$ cat config.mk
export PLATFORM = sky130hd
export DESIGN_NAME = png_chunk_xmp_locator_core
export DESIGN_NICKNAME = d
export VERILOG_FILES = /design/src/rtl/pngxmp_pkg.sv /design/src/rtl/pngxmp_parser.sv /design/src/rtl/png_chunk_xmp_locator_core.sv
export VERILOG_INCLUDE_DIRS = /design/src /design/src/rtl
export SDC_FILE = /design/constraint.sdc
export NUM_CORES = 1
export LEC_CHECK = 0
export BUFFER_PORTS_ARGS = -buffer_cell sky130_fd_sc_hd__buf_2
export CAP_MARGIN = 20
export CELL_PAD_IN_SITES_DETAIL_PLACEMENT = 0
export CELL_PAD_IN_SITES_GLOBAL_PLACEMENT = 1
export CORE_MARGIN = 4
export CORE_UTILIZATION = 40
export DETAILED_ROUTE_END_ITERATION = 12
export PLACE_DENSITY = 0.66
export REMOVE_ABC_BUFFERS = 1
export SLEW_MARGIN = 10
export SYNTH_ARGS = -nofsm -noshare
export SYNTH_HDL_FRONTEND = slang
export SYNTH_SLANG_ARGS = --single-unit
$ cat constraint.sdc
create_clock -name clk_i -period 11.5 [get_ports clk_i]
set_input_delay 1.15 -clock clk_i [delete_from_list [all_inputs] [get_ports clk_i]]
set_output_delay 1.15 -clock clk_i [all_outputs]
set_load 0.05 [all_outputs]
$ cat src/rtl/png_chunk_xmp_locator_core_defines.svh
// Assertion macros shared by the PNG XMP locator RTL.
// Every macro assumes clk_i and rst_ni are in scope; no other dependencies.
`ifndef PNG_CHUNK_XMP_LOCATOR_CORE_DEFINES_SVH
`define PNG_CHUNK_XMP_LOCATOR_CORE_DEFINES_SVH

// Same-cycle implication, checked out of reset.
`define PXL_ASSERT_NOW(lbl, ante, cons, msg) \
  lbl: assert property (@(posedge clk_i) disable iff (!rst_ni) (ante) |-> (cons)) \
    else $error(msg);

// Next-cycle implication, checked out of reset.
`define PXL_ASSERT_NEXT(lbl, ante, cons, msg) \
  lbl: assert property (@(posedge clk_i) disable iff (!rst_ni) (ante) |=> (cons)) \
    else $error(msg);

`endif

$ cat src/rtl/pngxmp_pkg.sv
// Shared types, constants and lookup functions for the PNG XMP locator.
// No dependencies.
package pngxmp_pkg;

  localparam int unsigned OffsetBitsDefault = 32;

  localparam int unsigned SigLen    = 8;
  localparam int unsigned HdrLen    = 8;
  localparam int unsigned HdrLenLen = 4;
  localparam int unsigned PfxLen    = 22;
  localparam int unsigned KeyLen    = 18;
  localparam int unsigned CrcLen    = 4;
  localparam int unsigned ChunkOvh  = 12;

  localparam logic [31:0] TypeIend = 32'h49454E44;
  localparam logic [31:0] TypeItxt = 32'h69545874;

  typedef enum logic [2:0] {
    CLS_SIG     = 3'd0,
    CLS_HEADER  = 3'd1,
    CLS_PREFIX  = 3'd2,
    CLS_PAYLOAD = 3'd3,
    CLS_SKIP    = 3'd4,
    CLS_IGNORED = 3'd5
  } byte_class_e;

  typedef enum logic [1:0] {
    ST_PARSING = 2'd0,
    ST_DONE    = 2'd1,
    ST_SIG_ERR = 2'd2
  } parse_status_e;

  typedef struct packed {
    logic strip_enable;
    logic capture_enable;
  } cfg_t;

  typedef struct packed {
    parse_status_e parse_status;
    logic [32:0]   strip_size;
    logic [31:0]   strip_offset;
    logic          strip_valid;
    byte_class_e   byte_class;
  } result_t;

  function automatic logic [7:0] png_sig_byte(input logic [2:0] idx);
    logic [7:0] val;
    case (idx)
      3'd0:    val = 8'h89;
      3'd1:    val = 8'h50;
      3'd2:    val = 8'h4E;
      3'd3:    val = 8'h47;
      3'd4:    val = 8'h0D;
      3'd5:    val = 8'h0A;
      3'd6:    val = 8'h1A;
      3'd7:    val = 8'h0A;
      default: val = 8'h00;
    endcase
    return val;
  endfunction

  // XMP keyword followed by its NUL terminator.
  function automatic logic [7:0] xmp_key_byte(input logic [4:0] idx);
    logic [7:0] val;
    case (idx)
      5'd0:    val = 8'h58; // X
      5'd1:    val = 8'h4D; // M
      5'd2:    val = 8'h4C; // L
      5'd3:    val = 8'h3A; // :
      5'd4:    val = 8'h63; // c
      5'd5:    val = 8'h6F; // o
      5'd6:    val = 8'h6D; // m
      5'd7:    val = 8'h2E; // .
      5'd8:    val = 8'h61; // a
      5'd9:    val = 8'h64; // d
      5'd10:   val = 8'h6F; // o
      5'd11:   val = 8'h62; // b
      5'd12:   val = 8'h65; // e
      5'd13:   val = 8'h2E; // .
      5'd14:   val = 8'h78; // x
      5'd15:   val = 8'h6D; // m
      5'd16:   val = 8'h70; // p
      default: val = 8'h00;
    endcase
    return val;
  endfunction

endpackage

$ cat src/rtl/pngxmp_parser.sv
// Byte-serial PNG chunk walker: parse state and per-byte result logic.
// Depends on pngxmp_pkg and png_chunk_xmp_locator_core_defines.svh.
`include "png_chunk_xmp_locator_core_defines.svh"

module pngxmp_parser #(
  parameter int unsigned OFFSET_BITS = pngxmp_pkg::OffsetBitsDefault
) (
  input  logic                clk_i,
  input  logic                rst_ni,
  input  logic                step_i,
  input  logic [7:0]          data_byte_i,
  input  pngxmp_pkg::cfg_t    cfg_i,
  output pngxmp_pkg::result_t result_o
);
  import pngxmp_pkg::*;

  typedef enum logic [2:0] {
    PH_SIG     = 3'd0,
    PH_HEADER  = 3'd1,
    PH_PREFIX  = 3'd2,
    PH_PAYLOAD = 3'd3,
    PH_SKIP    = 3'd4,
    PH_DONE    = 3'd5,
    PH_ERROR   = 3'd6
  } phase_e;

  phase_e                 phase_q, phase_d;
  logic [4:0]             fcount_q, fcount_d;
  logic [31:0]            clen_q, clen_d;
  logic [31:0]            ctype_q, ctype_d;
  logic                   match_q, match_d;
  logic [32:0]            left_q, left_d;
  logic [OFFSET_BITS-1:0] offset_q, offset_d;
  logic [OFFSET_BITS-1:0] cstart_q, cstart_d;
  logic                   captured_q, captured_d;

  logic [4:0]  fcount_inc;
  logic [32:0] left_dec;
  logic [31:0] payload_len;
  logic [63:0] cstart_wide;
  logic        match_now;
  result_t     res;

  assign fcount_inc  = fcount_q + 5'd1;
  assign left_dec    = (left_q != 33'd0) ? (left_q - 33'd1) : 33'd0;
  assign payload_len = clen_q - 32'(PfxLen);
  assign cstart_wide = 64'(cstart_q);

  always_comb begin
    phase_d    = phase_q;
    fcount_d   = fcount_q;
    clen_d     = clen_q;
    ctype_d    = ctype_q;
    match_d    = match_q;
    left_d     = left_q;
    cstart_d   = cstart_q;
    captured_d = captured_q;
    offset_d   = offset_q + OFFSET_BITS'(1);
    match_now  = match_q;

    res              = '0;
    res.byte_class   = CLS_IGNORED;
    res.parse_status = ST_PARSING;

    case (phase_q)
      PH_SIG: begin
        res.byte_class = CLS_SIG;
        match_now = match_q && (data_byte_i == png_sig_byte(fcount_q[2:0]));
        match_d   = match_now;
        fcount_d  = fcount_inc;
        if (fcount_inc >= 5'(SigLen)) begin
          phase_d  = match_now ? PH_HEADER : PH_ERROR;
          fcount_d = '0;
          match_d  = 1'b1;
        end
      end
      PH_HEADER: begin
        res.byte_class = CLS_HEADER;
        if (fcount_q == 5'd0) begin
          cstart_d = offset_q;
        end
        if (fcount_q < 5'(HdrLenLen)) begin
          clen_d = {clen_q[23:0], data_byte_i};
        end else begin
          ctype_d = {ctype_q[23:0], data_byte_i};
        end
        fcount_d = fcount_inc;
        if (fcount_inc >= 5'(HdrLen)) begin
          fcount_d = '0;
          if (ctype_d == TypeIend) begin
            phase_d = PH_DONE;
          end else if (ctype_d == TypeItxt && clen_q >= 32'(PfxLen)) begin
            phase_d = PH_PREFIX;
            match_d = 1'b1;
          end else begin
            phase_d = PH_SKIP;
            left_d  = {1'b0, clen_q} + 33'(CrcLen);
          end
        end
      end
      PH_PREFIX: begin
        res.byte_class = CLS_PREFIX;
        match_now = match_q &&
                    !(fcount_q < 5'(KeyLen) && data_byte_i != xmp_key_byte(fcount_q));
        match_d   = match_now;
        fcount_d  = fcount_inc;
        if (fcount_inc >= 5'(PfxLen)) begin
          fcount_d = '0;
          if (match_now && cfg_i.strip_enable) begin
            res.strip_valid  = 1'b1;
            res.strip_offset = cstart_wide[31:0];
            res.strip_size   = {1'b0, clen_q} + 33'(ChunkOvh);
          end
          if (match_now && cfg_i.capture_enable && !captured_q) begin
            captured_d = 1'b1;
            if (payload_len == 32'd0) begin
              phase_d = PH_SKIP;
              left_d  = 33'(CrcLen);
            end else begin
              phase_d = PH_PAYLOAD;
              left_d  = {1'b0, payload_len};
            end
          end else begin
            // rest of the data plus the CRC
            phase_d = PH_SKIP;
            left_d  = {1'b0, clen_q} - 33'(PfxLen - CrcLen);
          end
          match_d = 1'b1;
        end
      end
      PH_PAYLOAD: begin
        res.byte_class = CLS_PAYLOAD;
        left_d = left_dec;
        if (left_dec == 33'd0) begin
          phase_d = PH_SKIP;
          left_d  = 33'(CrcLen);
        end
      end
      PH_SKIP: begin
        res.byte_class = CLS_SKIP;
        left_d = left_dec;
        if (left_dec == 33'd0) begin
          phase_d  = PH_HEADER;
          fcount_d = '0;
        end
      end
      default: begin
        res.byte_class = CLS_IGNORED;
      end
    endcase

    if (phase_d == PH_DONE) begin
      res.parse_status = ST_DONE;
    end else if (phase_d == PH_ERROR) begin
      res.parse_status = ST_SIG_ERR;
    end
  end

  assign result_o = res;

  always_ff @(posedge clk_i or negedge rst_ni) begin
    if (!rst_ni) begin
      phase_q    <= PH_SIG;
      fcount_q   <= '0;
      clen_q     <= '0;
      ctype_q    <= '0;
      match_q    <= 1'b1;
      left_q     <= '0;
      offset_q   <= '0;
      cstart_q   <= '0;
      captured_q <= 1'b0;
    end else if (step_i) begin
      phase_q    <= phase_d;
      fcount_q   <= fcount_d;
      clen_q     <= clen_d;
      ctype_q    <= ctype_d;
      match_q    <= match_d;
      left_q     <= left_d;
      offset_q   <= offset_d;
      cstart_q   <= cstart_d;
      captured_q <= captured_d;
    end
  end

  `PXL_ASSERT_NEXT(a_error_sticky, phase_q == PH_ERROR, phase_q == PH_ERROR, "error phase left")
  `PXL_ASSERT_NOW(a_strip_at_prefix_end, res.strip_valid,
                  phase_q == PH_PREFIX && fcount_q == 5'(PfxLen - 1), "strip off prefix end")
  `PXL_ASSERT_NOW(a_payload_captured, phase_q == PH_PAYLOAD, captured_q,
                  "payload without capture flag")

endmodule

$ cat src/rtl/png_chunk_xmp_locator_core.sv
// Top level of the PNG XMP locator: byte stream in, one result per byte out.
// Depends on pngxmp_pkg, pngxmp_parser and png_chunk_xmp_locator_core_defines.svh.
//
//  Channel  | Dir | Signals                   | Carries
//  ---------+-----+---------------------------+----------------------------------------
//  s_axis   | in  | tvalid tready tdata[7:0]  | one PNG stream byte per transfer
//  m_axis   | out | tvalid tready tdata tuser | class, strip record, status per byte
//  apb      | in  | psel penable pwrite ...   | strip_enable @0x0, capture_enable @0x4
//
// One byte per cycle sustained while m_axis keeps accepting; each byte's result is formed
// combinationally in the parser logic and lands in the output register, or in the skid when m_axis stalls.
// A skid register behind the output register keeps s_axis ready for one
// extra transfer when m_axis stalls; ready drops only while the skid is full.
// Reset (asynchronous, active low) returns the parser to the signature check
// and restores both enables to 1.
`include "png_chunk_xmp_locator_core_defines.svh"

module png_chunk_xmp_locator_core #(
  parameter int unsigned OFFSET_BITS = pngxmp_pkg::OffsetBitsDefault
) (
  input  logic        clk_i,
  input  logic        rst_ni,
  // byte stream
  input  logic        s_axis_tvalid_i,
  output logic        s_axis_tready_o,
  input  logic [7:0]  s_axis_tdata_i,  // [7:0] data_byte
  // result stream
  output logic        m_axis_tvalid_o,
  input  logic        m_axis_tready_i,
  output logic [71:0] m_axis_tdata_o,  // [31:0] strip_offset, [64:32] strip_size,
                                       // [66:65] parse_status, [71:67] zero
  output logic [3:0]  m_axis_tuser_o,  // [2:0] byte_class, [3] strip_valid
  // configuration
  input  logic        psel,
  input  logic        penable,
  input  logic        pwrite,
  input  logic [2:0]  paddr,
  input  logic [31:0] pwdata,
  output logic [31:0] prdata,
  output logic        pready
);
  import pngxmp_pkg::*;

  cfg_t    cfg_q, cfg_d;
  result_t res;
  result_t out_q, skid_q;
  logic    out_valid_q, skid_valid_q;
  logic    s_xfer, out_free, cfg_wr;

  // ---- configuration port ----
  // Only paddr[2] decodes: register 0 at 0x0, register 1 at 0x4.
  assign pready = 1'b1;
  assign cfg_wr = psel && penable && pwrite && pready;

  always_comb begin
    cfg_d = cfg_q;
    if (cfg_wr) begin
      if (paddr[2]) begin
        cfg_d.capture_enable = pwdata[0];
      end else begin
        cfg_d.strip_enable = pwdata[0];
      end
    end
  end

  assign prdata = paddr[2] ? {31'd0, cfg_q.capture_enable} : {31'd0, cfg_q.strip_enable};

  always_ff @(posedge clk_i or negedge rst_ni) begin
    if (!rst_ni) begin
      cfg_q <= '{strip_enable: 1'b1, capture_enable: 1'b1};
    end else begin
      cfg_q <= cfg_d;
    end
  end

  // ---- parser ----
  assign s_axis_tready_o = !skid_valid_q;
  assign s_xfer          = s_axis_tvalid_i && s_axis_tready_o;

  pngxmp_parser #(
    .OFFSET_BITS (OFFSET_BITS)
  ) u_parser (
    .clk_i       (clk_i),
    .rst_ni      (rst_ni),
    .step_i      (s_xfer),
    .data_byte_i (s_axis_tdata_i),
    .cfg_i       (cfg_q),
    .result_o    (res)
  );

  // ---- output register with skid ----
  assign out_free = !out_valid_q || m_axis_tready_i;

  always_ff @(posedge clk_i or negedge rst_ni) begin
    if (!rst_ni) begin
      out_valid_q  <= 1'b0;
      skid_valid_q <= 1'b0;
    end else if (out_free) begin
      out_valid_q  <= skid_valid_q || s_xfer;
      skid_valid_q <= 1'b0;
    end else if (s_xfer) begin
      skid_valid_q <= 1'b1;
    end
  end

  always_ff @(posedge clk_i) begin
    if (out_free) begin
      out_q <= skid_valid_q ? skid_q : res;
    end else if (s_xfer) begin
      skid_q <= res;
    end
  end

  assign m_axis_tvalid_o = out_valid_q;
  assign m_axis_tdata_o  = {5'd0, out_q.parse_status, out_q.strip_size, out_q.strip_offset};
  assign m_axis_tuser_o  = {out_q.strip_valid, out_q.byte_class};

  `PXL_ASSERT_NOW(a_skid_behind_out, skid_valid_q, out_valid_q, "skid full, output empty")
  `PXL_ASSERT_NEXT(a_stall_fills_skid, out_valid_q && !m_axis_tready_i && s_xfer,
                   skid_valid_q, "stalled transfer not held in skid")
  `PXL_ASSERT_NEXT(a_skid_drains, skid_valid_q && m_axis_tready_i,
                   out_valid_q && !skid_valid_q, "skid did not drain")

endmodule
==> metrics.cfg, run 1 <==
[timing]
tightest_slew_ps=1160
fin_tns_setup_ps=0
skew_ps=24.4
finalHoldViolCount=0
timing.final.setup_violations=0
finalWorstPathRequiredPeriod_ps=5010
max_clock_freq_mhz=200
layout_worst_path_cycle_share_pct=43.5
slew_headroom_pct=22.0
rsz0062_at_grt=false
hold-worst-slack_ps=466
timing_max_transition_violations_final=0

[layout]
final.fill_count=4281
postLayoutCellArea_um2=19700
diodes=0
seqCellArea_um2=8650
finish.net_count=1814
flow.area_growth_from_synthesis_pct=10.6
multi_input_gate_area_in_the_final_layout_um2=8520
share_of_layout_cells_above_drive_strength_1_pct=19.0

[place]
dp.final_hpwl_mm=32.9
port_buffers=90
gp_routability_congestion=0.895
post_dp_cell_area_um2=18600

[global_routing]
number_of_antenna_violations_at_the_first_check_in_global_routing=1
grtUsageTotal_pct=20.0
gr-usage-met3_pct=3.34
grt_max_degree=73
first_global_vias=13000
met2_usage_pct=31.0
busiest_layer=met2
grt_pass1_wl_mm=75.7
grt.met1_usage_pct=28.4
grt_overflow=0

[logic_synthesis]
syn-mean-instance-area_um2=10.4
synth_area_leader_cell=sky130_fd_sc_hd__dfrtp_1
most_used_standard_cell_by_instance_count_after_synthesis=sky130_fd_sc_hd__nand2_1
synth.yosys.warnings=0
synth.top_cells.by_count=sky130_fd_sc_hd__nand2_1 (177), sky130_fd_sc_hd__dfrtp_1 (172), sky130_fd_sc_hd__edfxtp_1 (142)
synth.area.top_cells=sky130_fd_sc_hd__dfrtp_1 (24%), sky130_fd_sc_hd__edfxtp_1 (24%), sky130_fd_sc_hd__mux2_2 (8.0%)
postSynthRegisterBits=317
synth-async-reset-ratio_pct=55.2
synth.lib_cells_used.distinct=102
synth_flop_cell=sky130_fd_sc_hd__dfrtp_1
number_of_instances_in_the_synthesized_netlist=1717
post_synthesis_instance_area_um2=17800
yosysSeqAreaShare_pct=48.5
synth-edff-count=142
synth.top_cell.area_share_pct=24.1

[critical_path]
critical_path.max_fanout=65
cp_data_required_time_ps=11800
crit_type=reg2reg
critical_path.slowest_cell=sky130_fd_sc_hd__dfrtp_1
timing.critical_path.from=u_parser.fcount_q[2]
critical_path.cell_chain=inv_1 > ha_1 > or3_1 > a211oi_1 > xor2_1 > o211ai_1 > or3_1 > a21boi_0 > nand3_2 > buf_4 > inv_1 > and2_1 > mux2_2
endpoint_kind=flip-flop
path_buf_inv=3
arrival_worst_endpoint_ps=5310
slowest_delay_ps=810
critPathTopFamily=buffers and inverters
critical_path.reg2reg.startpoint=u_parser.fcount_q[2]
critical_path.startpoint_type=flip-flop

[clock_tree]
tritoncts=built
post_cts_hold_buffer_count=0
clk_transition_reported_paths_ps=70
cts.sink_count=317
clockBufferDepth=3
ctsRootBufferMaster=sky130_fd_sc_hd__clkbuf_16
cts-resized-gates=0
worst_skew_pair.late_latency_ps=560
cts-htree-levels=2
post-cts-setup-buffers=0
numCtsBuffers=36

[drt]
detail_route.drc_violations=0
drtAntennaViolNets=0
detailroute.via_count=13300
route.detailed.wl_per_inst_um=20.3
wirelength_mm=48.1
viasPerCell=5.61
drtPass1Iterations=5
dr.first_iter.drc_count=1078

[outcome]
run_status=completed

[floorplan]
die_y_um=219
starting_density_pct=40.4
placementRows=77
boundary_pins=161
die_area_um2=48000
core_area_um2=44100
fp.dieW_um=219

[pwr]
highest_ir_drop_seen_on_vdd_uv=75.0
power_leakage_nw=7.99
power-per-cell-area_nw_per_um2=152
post-layout-total-power_mw=3.00

[worst_hold_path]
worst_hold_path_type=reg2reg
holdCritStartpoint=u_parser.captured_q

[flow_run]
timing.max_cap.violations=0

sequential cells by signal, indices dropped and copies added (netlist names):
name,count
u_parser.cstart_q,32
u_parser.clen_q,32
m_axis_tuser_o,4
u_parser.phase_q,3
u_parser.captured_q,1
skid_q,71
u_parser.left_q,33
u_parser.fcount_q,5
m_axis_tvalid_o,1
skid_valid_q,1
m_axis_tdata_o,67
u_parser.match_q,1
u_parser.offset_q,32
cfg_q,2
u_parser.ctype_q,32
layout make-up:
cell class,count,area share (%)
Clock inverter,14,0.641
Timing Repair Buffer,107,2.96
Tap cell,592,3.76
Multi-Input combinational cell,1257,43.2
Sequential cell,317,43.9
Clock buffer,52,4.98
Inverter,28,0.533
power by group:
part	switching (mW)	leakage (nW)	internal, mW
Clock	0.476	0.528	0.623
Combinational	0.385	3.73	0.171
Sequential	0.0840	3.74	1.27
through the flow:
step / setup WS, ps / utilization [%] / std cells
after detailed placement: 6410 / 42.2 / 2301
after global placement: 6490 / 42.2 / 2301
final: 6490 / 44.7 / 2367
after floorplan: 4950 / - / 1602
after CTS: 6420 / 44.7 / 2367
after global routing: 6020 / 44.7 / 2367
cells in the final DEF, fill, tap and decap left out, drive strengths merged, types with 10 or more instances in the layout:
| cell type | Yosys | layout |
|---|---|---|
| o221ai | 11 | 11 |
| a211oi | 19 | 19 |
| dfrtp | 172 | 172 |
| nand4 | 25 | 25 |
| nand2b | 14 | 14 |
| o31ai | 41 | 41 |
| clkbuf | 87 | 52 |
| ha | 17 | 17 |
| o21ai | 95 | 95 |
| nor3 | 43 | 43 |
| nor2 | 132 | 132 |
| or3 | 14 | 14 |
| a21oi | 48 | 48 |
| conb | 2 | 37 |
| edfxtp | 142 | 142 |
| and3 | 27 | 27 |
| a31oi | 20 | 20 |
| xor2 | 47 | 47 |
| and2 | 44 | 44 |
| nand2 | 178 | 178 |
| nor4 | 27 | 27 |
| inv | 28 | 29 |
| nand3 | 49 | 49 |
| clkinv | 0 | 10 |
| xnor2 | 66 | 66 |
| buf | 63 | 107 |
| mux2 | 128 | 128 |
final timing paths:
kind	slack, ps	to	cells past startpoint
worst max register to register	6490	m_axis_tdata_o[23]	13
min in group asynchronous	540	u_parser.ctype_q[6]	1
worst min register to register	470	u_parser.captured_q	1
max in group asynchronous	9630	u_parser.ctype_q[16]	2
worst max-delay path	6490	m_axis_tdata_o[23]	13
worst min-delay path	470	u_parser.captured_q	1
logic make-up after synthesis:
group | count (synthesis) | synth area share [%]
xor gates and xnor gates | 113 | 5.55
AOI/OAI and AO/OA | 336 | 13.2
other | 2 | 0.0421
muxes | 133 | 8.39
DFF | 317 | 48.5
and+or+nand+nor | 621 | 18.3
adders and majority gates | 17 | 1.19
buffers and inverters | 178 | 4.72
layer usage:
layer / wire, um / vias up
met3: 2390 / 85
met2: 21700 / 334
met1: 22400 / 6568
li1: - / 6291
met4: 1560 / 0
met5: 0 / -
worst register-to-register path, cell delays in order (launching register included):
cell,delay (ps)
sky130_fd_sc_hd__dfrtp_1,810
sky130_fd_sc_hd__inv_1,300
sky130_fd_sc_hd__ha_1,280
sky130_fd_sc_hd__or3_1,300
sky130_fd_sc_hd__a211oi_1,270
sky130_fd_sc_hd__xor2_1,130
sky130_fd_sc_hd__o211ai_1,100
sky130_fd_sc_hd__or3_1,300
sky130_fd_sc_hd__a21boi_0,200
sky130_fd_sc_hd__nand3_2,120
sky130_fd_sc_hd__buf_4,520
sky130_fd_sc_hd__inv_1,760
sky130_fd_sc_hd__and2_1,400
sky130_fd_sc_hd__mux2_2,270
Power figures use the tool's default switching activity.
==> inputs of run 2 (changes only) <==
ABC_AREA = 1   (was unset)
PLACE_DENSITY = 0.7   (was 0.66)
clock period = 5.1 ns   (was 11.5 ns; I/O delays follow)
==> run 2 against run 1 <==
Compared with the run above:
- area after synthesis is 7.8% higher
- critical path depth up 2
- sequential cell count unchanged
- die area rose by 7.5%
- non-clock buffer count grew 7
- via count up 27%
- final cell count increased by 38%
- combinational power grew to 8.9 times the previous value
==> metrics.cfg, run 2 <==
[global_routing]
number_of_antenna_violations_at_the_first_check_in_global_routing=2  ; +1
grtUsageTotal_pct=23.7  ; +3.7 points
grt_overflow=0  ; unchanged
grt_pass1_wl_mm=95.0  ; +25%
grt_max_degree=97  ; +33%
first_global_vias=16200  ; +25%

[critical_path]
crit_type=reg2reg
critical_path.reg2reg.startpoint=u_parser.fcount_q[3]
rrSetupSlack_ps=1170  ; -5320 ps
arrival_worst_endpoint_ps=4430  ; -880 ps
regToRegEndpoint=u_parser.left_q[2]
reg2reg_depth=15  ; +2
endpoint_kind=flip-flop
critical_path.max_fanout=34  ; -48%
critical_path.startpoint_type=flip-flop
cp_data_required_time_ps=5600  ; -6200 ps

[timing]
rsz0062_at_grt=false
slew_headroom_pct=35.4  ; +13 points
fin_tns_setup_ps=0  ; unchanged
layout_worst_path_cycle_share_pct=77.0  ; +33 points
skew_ps=20.1  ; -4.37 ps
tightest_slew_ps=969  ; -194 ps
max_clock_freq_mhz=255  ; +27%
hold-worst-slack_ps=45.7  ; -420 ps
finalWorstPathRequiredPeriod_ps=3930  ; -1080 ps
finalHoldViolCount=0  ; unchanged
timing_max_transition_violations_final=0  ; unchanged
timing.final.setup_violations=0  ; unchanged
timing.final.ws_setup_ps=1170  ; -5320 ps

[drt]
detail_route.drc_violations=0  ; unchanged
drtPass1Iterations=7  ; +2
drtAntennaViolNets=0  ; unchanged
detailroute.via_count=16800  ; +27%
viasPerCell=5.15  ; -8.2%
wirelength_mm=61.1  ; +27%
dr.first_iter.drc_count=1524  ; +41%
route.detailed.wl_per_inst_um=18.7  ; -7.9%

[place]
port_buffers=90  ; unchanged
dp.final_hpwl_mm=44.7  ; +36%
post_dp_cell_area_um2=20100  ; +7.8%
dp_cells=3195  ; +39%
preCtsSetupSlack_ps=1200  ; -5210 ps
gp_routability_congestion=0.936  ; +4.5%

[clock_tree]
tritoncts=built
post_cts_hold_buffer_count=0  ; unchanged
numCtsBuffers=38  ; +5.6%
worst_skew_pair.late_latency_ps=570  ; about the same
cts-resized-gates=0  ; unchanged
clockBufferDepth=3  ; unchanged
post-cts-setup-buffers=0  ; unchanged
ctsRootBufferMaster=sky130_fd_sc_hd__clkbuf_16
clk_transition_reported_paths_ps=60  ; about the same
cts.sink_count=317  ; unchanged
cts-htree-levels=2  ; unchanged

[layout]
largest_register_ffs=71  ; unchanged
postLayoutCoreUtil_pct=44.7  ; +0.074 points
diodes=0  ; unchanged
flow.area_growth_from_synthesis_pct=10.9
postLayoutCellArea_um2=21300  ; +8.2%
share_of_layout_cells_above_drive_strength_1_pct=8.91  ; -10 points
final.fill_count=4961  ; +16%
finish.net_count=2688  ; +48%
layout.cells.most_common_list=sky130_fd_sc_hd__nand2_1 (772), sky130_fd_sc_hd__nor2_1 (336), sky130_fd_sc_hd__inv_1 (274)
layout_commonest_cell=sky130_fd_sc_hd__nand2_1
regMostFlops=skid_q
layoutNonFillerInstCount=3265  ; +38%

[pwr]
power-per-cell-area_nw_per_um2=551  ; +260%
post-layout-total-power_mw=11.7  ; +290%
power_leakage_nw=9.81  ; +23%
highest_ir_drop_seen_on_vdd_uv=327  ; +340%

[logic_synthesis]
synth.yosys.warnings=0  ; unchanged
synth-edff-count=142  ; unchanged
synth-async-reset-ratio_pct=55.2  ; unchanged
number_of_instances_in_the_synthesized_netlist=2573  ; +50%
synth.top_cell.area_share_pct=22.4  ; -1.8 points
yosysSeqAreaShare_pct=45.0  ; -3.5 points
synth_area_leader_cell=sky130_fd_sc_hd__dfrtp_1
synth.area.top_cells=sky130_fd_sc_hd__dfrtp_1 (22%), sky130_fd_sc_hd__edfxtp_1 (22%), sky130_fd_sc_hd__nand2_1 (15%)
postSynthRegisterBits=317  ; unchanged
most_used_standard_cell_by_instance_count_after_synthesis=sky130_fd_sc_hd__nand2_1
post_synthesis_instance_area_um2=19200  ; +7.8%
synth.top_cells.by_count=sky130_fd_sc_hd__nand2_1 (774), sky130_fd_sc_hd__nor2_1 (339), sky130_fd_sc_hd__inv_1 (275)
synth_flop_cell=sky130_fd_sc_hd__dfrtp_1
synth.lib_cells_used.distinct=51  ; -50%
syn-mean-instance-area_um2=7.47  ; -28%

[floorplan]
placementRows=80  ; +3.9%
die_area_um2=51600  ; +7.5%
starting_density_pct=40.3  ; -0.060 points
fp.dieW_um=227  ; +3.7%
core_area_um2=47600  ; +8.0%
die_y_um=227  ; +3.7%
boundary_pins=161  ; unchanged

[worst_hold_path]
worst_hold_path_type=in2async

[flow_run]
timing.max_cap.violations=0  ; unchanged

[outcome]
run_status=completed

## run 2: routing by layer
layer | vias up | wire length (um) | GRT usage (%)
met3 | 69 | 3290 | 3.65
met2 | 421 | 28300 | 38.2
li1 | 8293 | - | -
met1 | 8025 | 28300 | 33.9
met5 | - | 0 | 0
met4 | 0 | 1280 | 5.64
## run 2: critical path: stages, from the launching register on
cell,delay [ps]
sky130_fd_sc_hd__dfrtp_1,580
sky130_fd_sc_hd__nor2_4,220
sky130_fd_sc_hd__nand2_2,400
sky130_fd_sc_hd__buf_12,330
sky130_fd_sc_hd__o21ai_0,390
sky130_fd_sc_hd__nor3_1,130
sky130_fd_sc_hd__nand2_1,90
sky130_fd_sc_hd__nor3_1,50
sky130_fd_sc_hd__nand3_1,120
sky130_fd_sc_hd__and2_1,160
sky130_fd_sc_hd__nand2_1,110
sky130_fd_sc_hd__nor2_4,650
sky130_fd_sc_hd__inv_2,280
sky130_fd_sc_hd__a21oi_1,190
sky130_fd_sc_hd__nand2_1,80
sky130_fd_sc_hd__nand2_1,60
## run 2: final cells by class
type / count / area, um^2 / share of cell area [%]
Tap cell: 615 / 769 / 3.61
Multi-Input combinational cell: 1864 / 8900 / 41.7
Timing Repair Buffer: 114 / 687 / 3.22
Clock inverter: 22 / 194 / 0.910
Sequential cell: 317 / 8650 / 40.6
Inverter: 286 / 1070 / 5.04
Clock buffer: 47 / 1050 / 4.91
## run 2: kinds of logic after synthesis
logic type / Yosys count / synth area share, %
AOI/OAI and AO/OA: 308 / 8.87
xor gates and xnor gates: 102 / 4.65
adders and majority gates: 17 / 1.11
buffers and inverters: 427 / 9.60
DFF: 317 / 45.0
other: 2 / 0.0391
and+or+nand+nor: 1400 / 30.7
## run 2: report_power, final
group | internal (mW) | switching, mW | total [mW]
logic | 1.42 | 3.54 | 4.96
clock network | 1.58 | 1.17 | 2.74
registers | 3.29 | 0.747 | 4.04
## run 2: worst max path at each step
stage                         start  slack (ps)                   end  depth (start not counted)
2_1_floorplan          skid_valid_q       -1920  u_parser.cstart_q[0]                          7
3_5_place_dp   u_parser.fcount_q[3]        1200    u_parser.left_q[2]                         15
3_3_place_gp   u_parser.fcount_q[3]        1240    u_parser.left_q[2]                         15
6_report       u_parser.fcount_q[3]        1170    u_parser.left_q[2]                         15
4_1_cts        u_parser.fcount_q[3]        1160    u_parser.left_q[2]                         15
5_1_grt        u_parser.fcount_q[3]         740   u_parser.left_q[32]                         14
==> inputs of run 3 (changes only) <==
clock period = 3.95 ns   (was 5.1 ns; I/O delays follow)
==> run 3 against run 2 <==
Compared with the run above:
- utilization up 0.70 points
- highest routed layer unchanged
- critical path depth up 3
- combinational power up 35%
- clock skew up 2.9 ps
==> metrics.cfg, run 3 (synthesized netlist as in run 2, its figures left out) <==
[critical_path]
cpMostUsedCell=sky130_fd_sc_hd__nand2_1
endpoint_kind=flip-flop
critPathTopFamily=simple AND/OR/NAND/NOR gates
critical_path.cell_chain=nor2_1 > nand2_1 > nor2_1 > nand2_1 > nand2_1 > nand2_1 > nor2_1 > nand2_1 > nor3_1 > nand3_1 > nand2_1 > nand2_1 > nand2_1 > nand3_1 > nand2_2 > nor2_1 > nand3_1 > nand2_1
cp_data_required_time_ps=4260  ; -1340 ps
path_buf_inv=0  ; -2
critical_path.slowest_cell=sky130_fd_sc_hd__nor2_1
reg2reg_depth=18  ; +3
critical_path.startpoint_type=flip-flop
slowest_delay_ps=550  ; -100 ps
crit_type=reg2reg
critical_path.max_fanout=6  ; -82%
crit_cells=18  ; +3
arrival_worst_endpoint_ps=3900  ; -530 ps

[layout]
flow.area_growth_from_synthesis_pct=12.6
regMostFlops=skid_q
layout.cells.most_common_list=sky130_fd_sc_hd__nand2_1 (772), sky130_fd_sc_hd__nor2_1 (336), sky130_fd_sc_hd__inv_1 (274)
share_of_layout_cells_above_drive_strength_1_pct=10.0  ; +1.1 points
multi_input_gate_area_in_the_final_layout_um2=8900  ; unchanged
largest_register_ffs=71  ; unchanged
postLayoutCellArea_um2=21600  ; +1.6%
layoutNonFillerInstCount=3307  ; +1.3%
layout_commonest_cell=sky130_fd_sc_hd__nand2_1
seqCellArea_um2=8650  ; unchanged
postLayoutCoreUtil_pct=45.4  ; +0.70 points
diodes=0  ; unchanged
finish.net_count=2728  ; +1.5%
final.fill_count=4944  ; -0.34%

[timing]
max_clock_freq_mhz=279  ; +9.6%
slew_headroom_pct=37.3  ; +2.0 points
hold-worst-slack_ps=34.9  ; -10.8 ps
fin_tns_setup_ps=0  ; unchanged
timing.final.ws_setup_ps=366  ; -807 ps
timing.final.setup_violations=0  ; unchanged
timing_max_transition_violations_final=0  ; unchanged
finalWorstPathRequiredPeriod_ps=3580  ; -343 ps
finalHoldViolCount=0  ; unchanged
tightest_slew_ps=938  ; -31.6 ps
skew_ps=23.0  ; +2.93 ps
rsz0062_at_grt=false
layout_worst_path_cycle_share_pct=90.7  ; +14 points

[clock_tree]
cts-htree-levels=2  ; unchanged
numCtsBuffers=39  ; +2.6%
worst_skew_pair.late_latency_ps=570  ; about the same
tritoncts=built
post-cts-setup-buffers=0  ; unchanged
cts.sink_count=317  ; unchanged
ctsRootBufferMaster=sky130_fd_sc_hd__clkbuf_16
clk_transition_reported_paths_ps=60  ; about the same
clockBufferDepth=3  ; unchanged

[place]
post_dp_cell_area_um2=20300  ; +1.4%
dp.final_hpwl_mm=44.8  ; +0.19%
preCtsSetupSlack_ps=497  ; -707 ps
gp_routability_congestion=0.988  ; +5.6%
port_buffers=90  ; unchanged
dp_cells=3233  ; +1.2%

[pwr]
highest_ir_drop_seen_on_vdd_uv=335  ; +2.5%
power_leakage_nw=10.0  ; +2.1%
power-per-cell-area_nw_per_um2=708  ; +29%
post-layout-total-power_mw=15.3  ; +31%

[drt]
drtPass1Iterations=6  ; -1
wirelength_mm=59.9  ; -2.0%
drtAntennaViolNets=0  ; unchanged
detailroute.via_count=16900  ; +0.71%
detail_route.drc_violations=0  ; unchanged
viasPerCell=5.12  ; -0.57%
route.detailed.wl_per_inst_um=18.1  ; -3.2%
dr.first_iter.drc_count=1449  ; -4.9%

[global_routing]
grtUsageTotal_pct=22.9  ; -0.74 points
number_of_antenna_violations_at_the_first_check_in_global_routing=0  ; -2
first_global_vias=16100  ; -0.59%
grt_overflow=0  ; unchanged
grt_pass1_wl_mm=92.8  ; -2.3%
grt_max_degree=78  ; -20%

[worst_hold_path]
whs_path_depth=2
worst_hold_path_type=in2reg

[floorplan]
placementRows=80  ; unchanged
die_y_um=227  ; unchanged
core_area_um2=47600  ; unchanged
starting_density_pct=40.3  ; unchanged
die_area_um2=51600  ; unchanged
boundary_pins=161  ; unchanged
fp.dieW_um=227  ; unchanged

[flow_run]
timing.max_cap.violations=0  ; unchanged

[outcome]
run_status=completed

[run 3: changes by cell type in the layout (fill, tap and decap cells not counted), sizes merged, moves of 2 or more]
cell / change
buf: +38
inv: -3
clkbuf: +7
clkinv: -2
bufinv: +2
[run 3: final timing paths]
path | startpoint | end | slack [ps]
worst max-delay path | u_parser.clen_q[10] | m_axis_tdata_o[66] | 370
worst min-delay path | paddr[2] | cfg_q[0] | 30
worst max register to register | u_parser.clen_q[10] | m_axis_tdata_o[66] | 370
worst min register to register | u_parser.captured_q | u_parser.captured_q | 460
max in group asynchronous | rst_ni | u_parser.left_q[13] | 2600
min in group asynchronous | rst_ni | u_parser.cstart_q[30] | 440
[run 3: repair_timing]
item / 4_1_cts / 5_1_grt
hold buffers: 1 / 0
endpoints found under the setup margin: 0 / 0
hold endpoints to repair: 59 / 0
gates resized for setup: 0 / 0
[run 3: power breakdown]
part / switching (mW) / internal (mW)
clock: 1.46 / 2.14
combinational: 4.70 / 1.98
sequential: 0.790 / 4.25
total: 6.95 / 8.38
[run 3: area by class of cell]
| cell class | count | share of cell area, % |
|---|---|---|
| well taps | 615 | 3.55 |
| repair buffers | 153 | 4.54 |
| clock buffers | 54 | 4.86 |
| multi-input cells | 1864 | 41.1 |
| clock inverters | 18 | 1.05 |
| flip-flops and latches | 317 | 39.9 |
| inverters | 286 | 4.96 |
[run 3: metal layers]
| metal | up-vias | global-route usage [%] | share of wire, % |
|---|---|---|---|
| met3 | 78 | 2.97 | 5.3 |
| met5 | - | 0 | 0 |
| met4 | 0 | 6.17 | 2.2 |
| met1 | 7991 | 33.0 | 46 |
| li1 | 8395 | - | - |
| met2 | 463 | 36.8 | 46 |
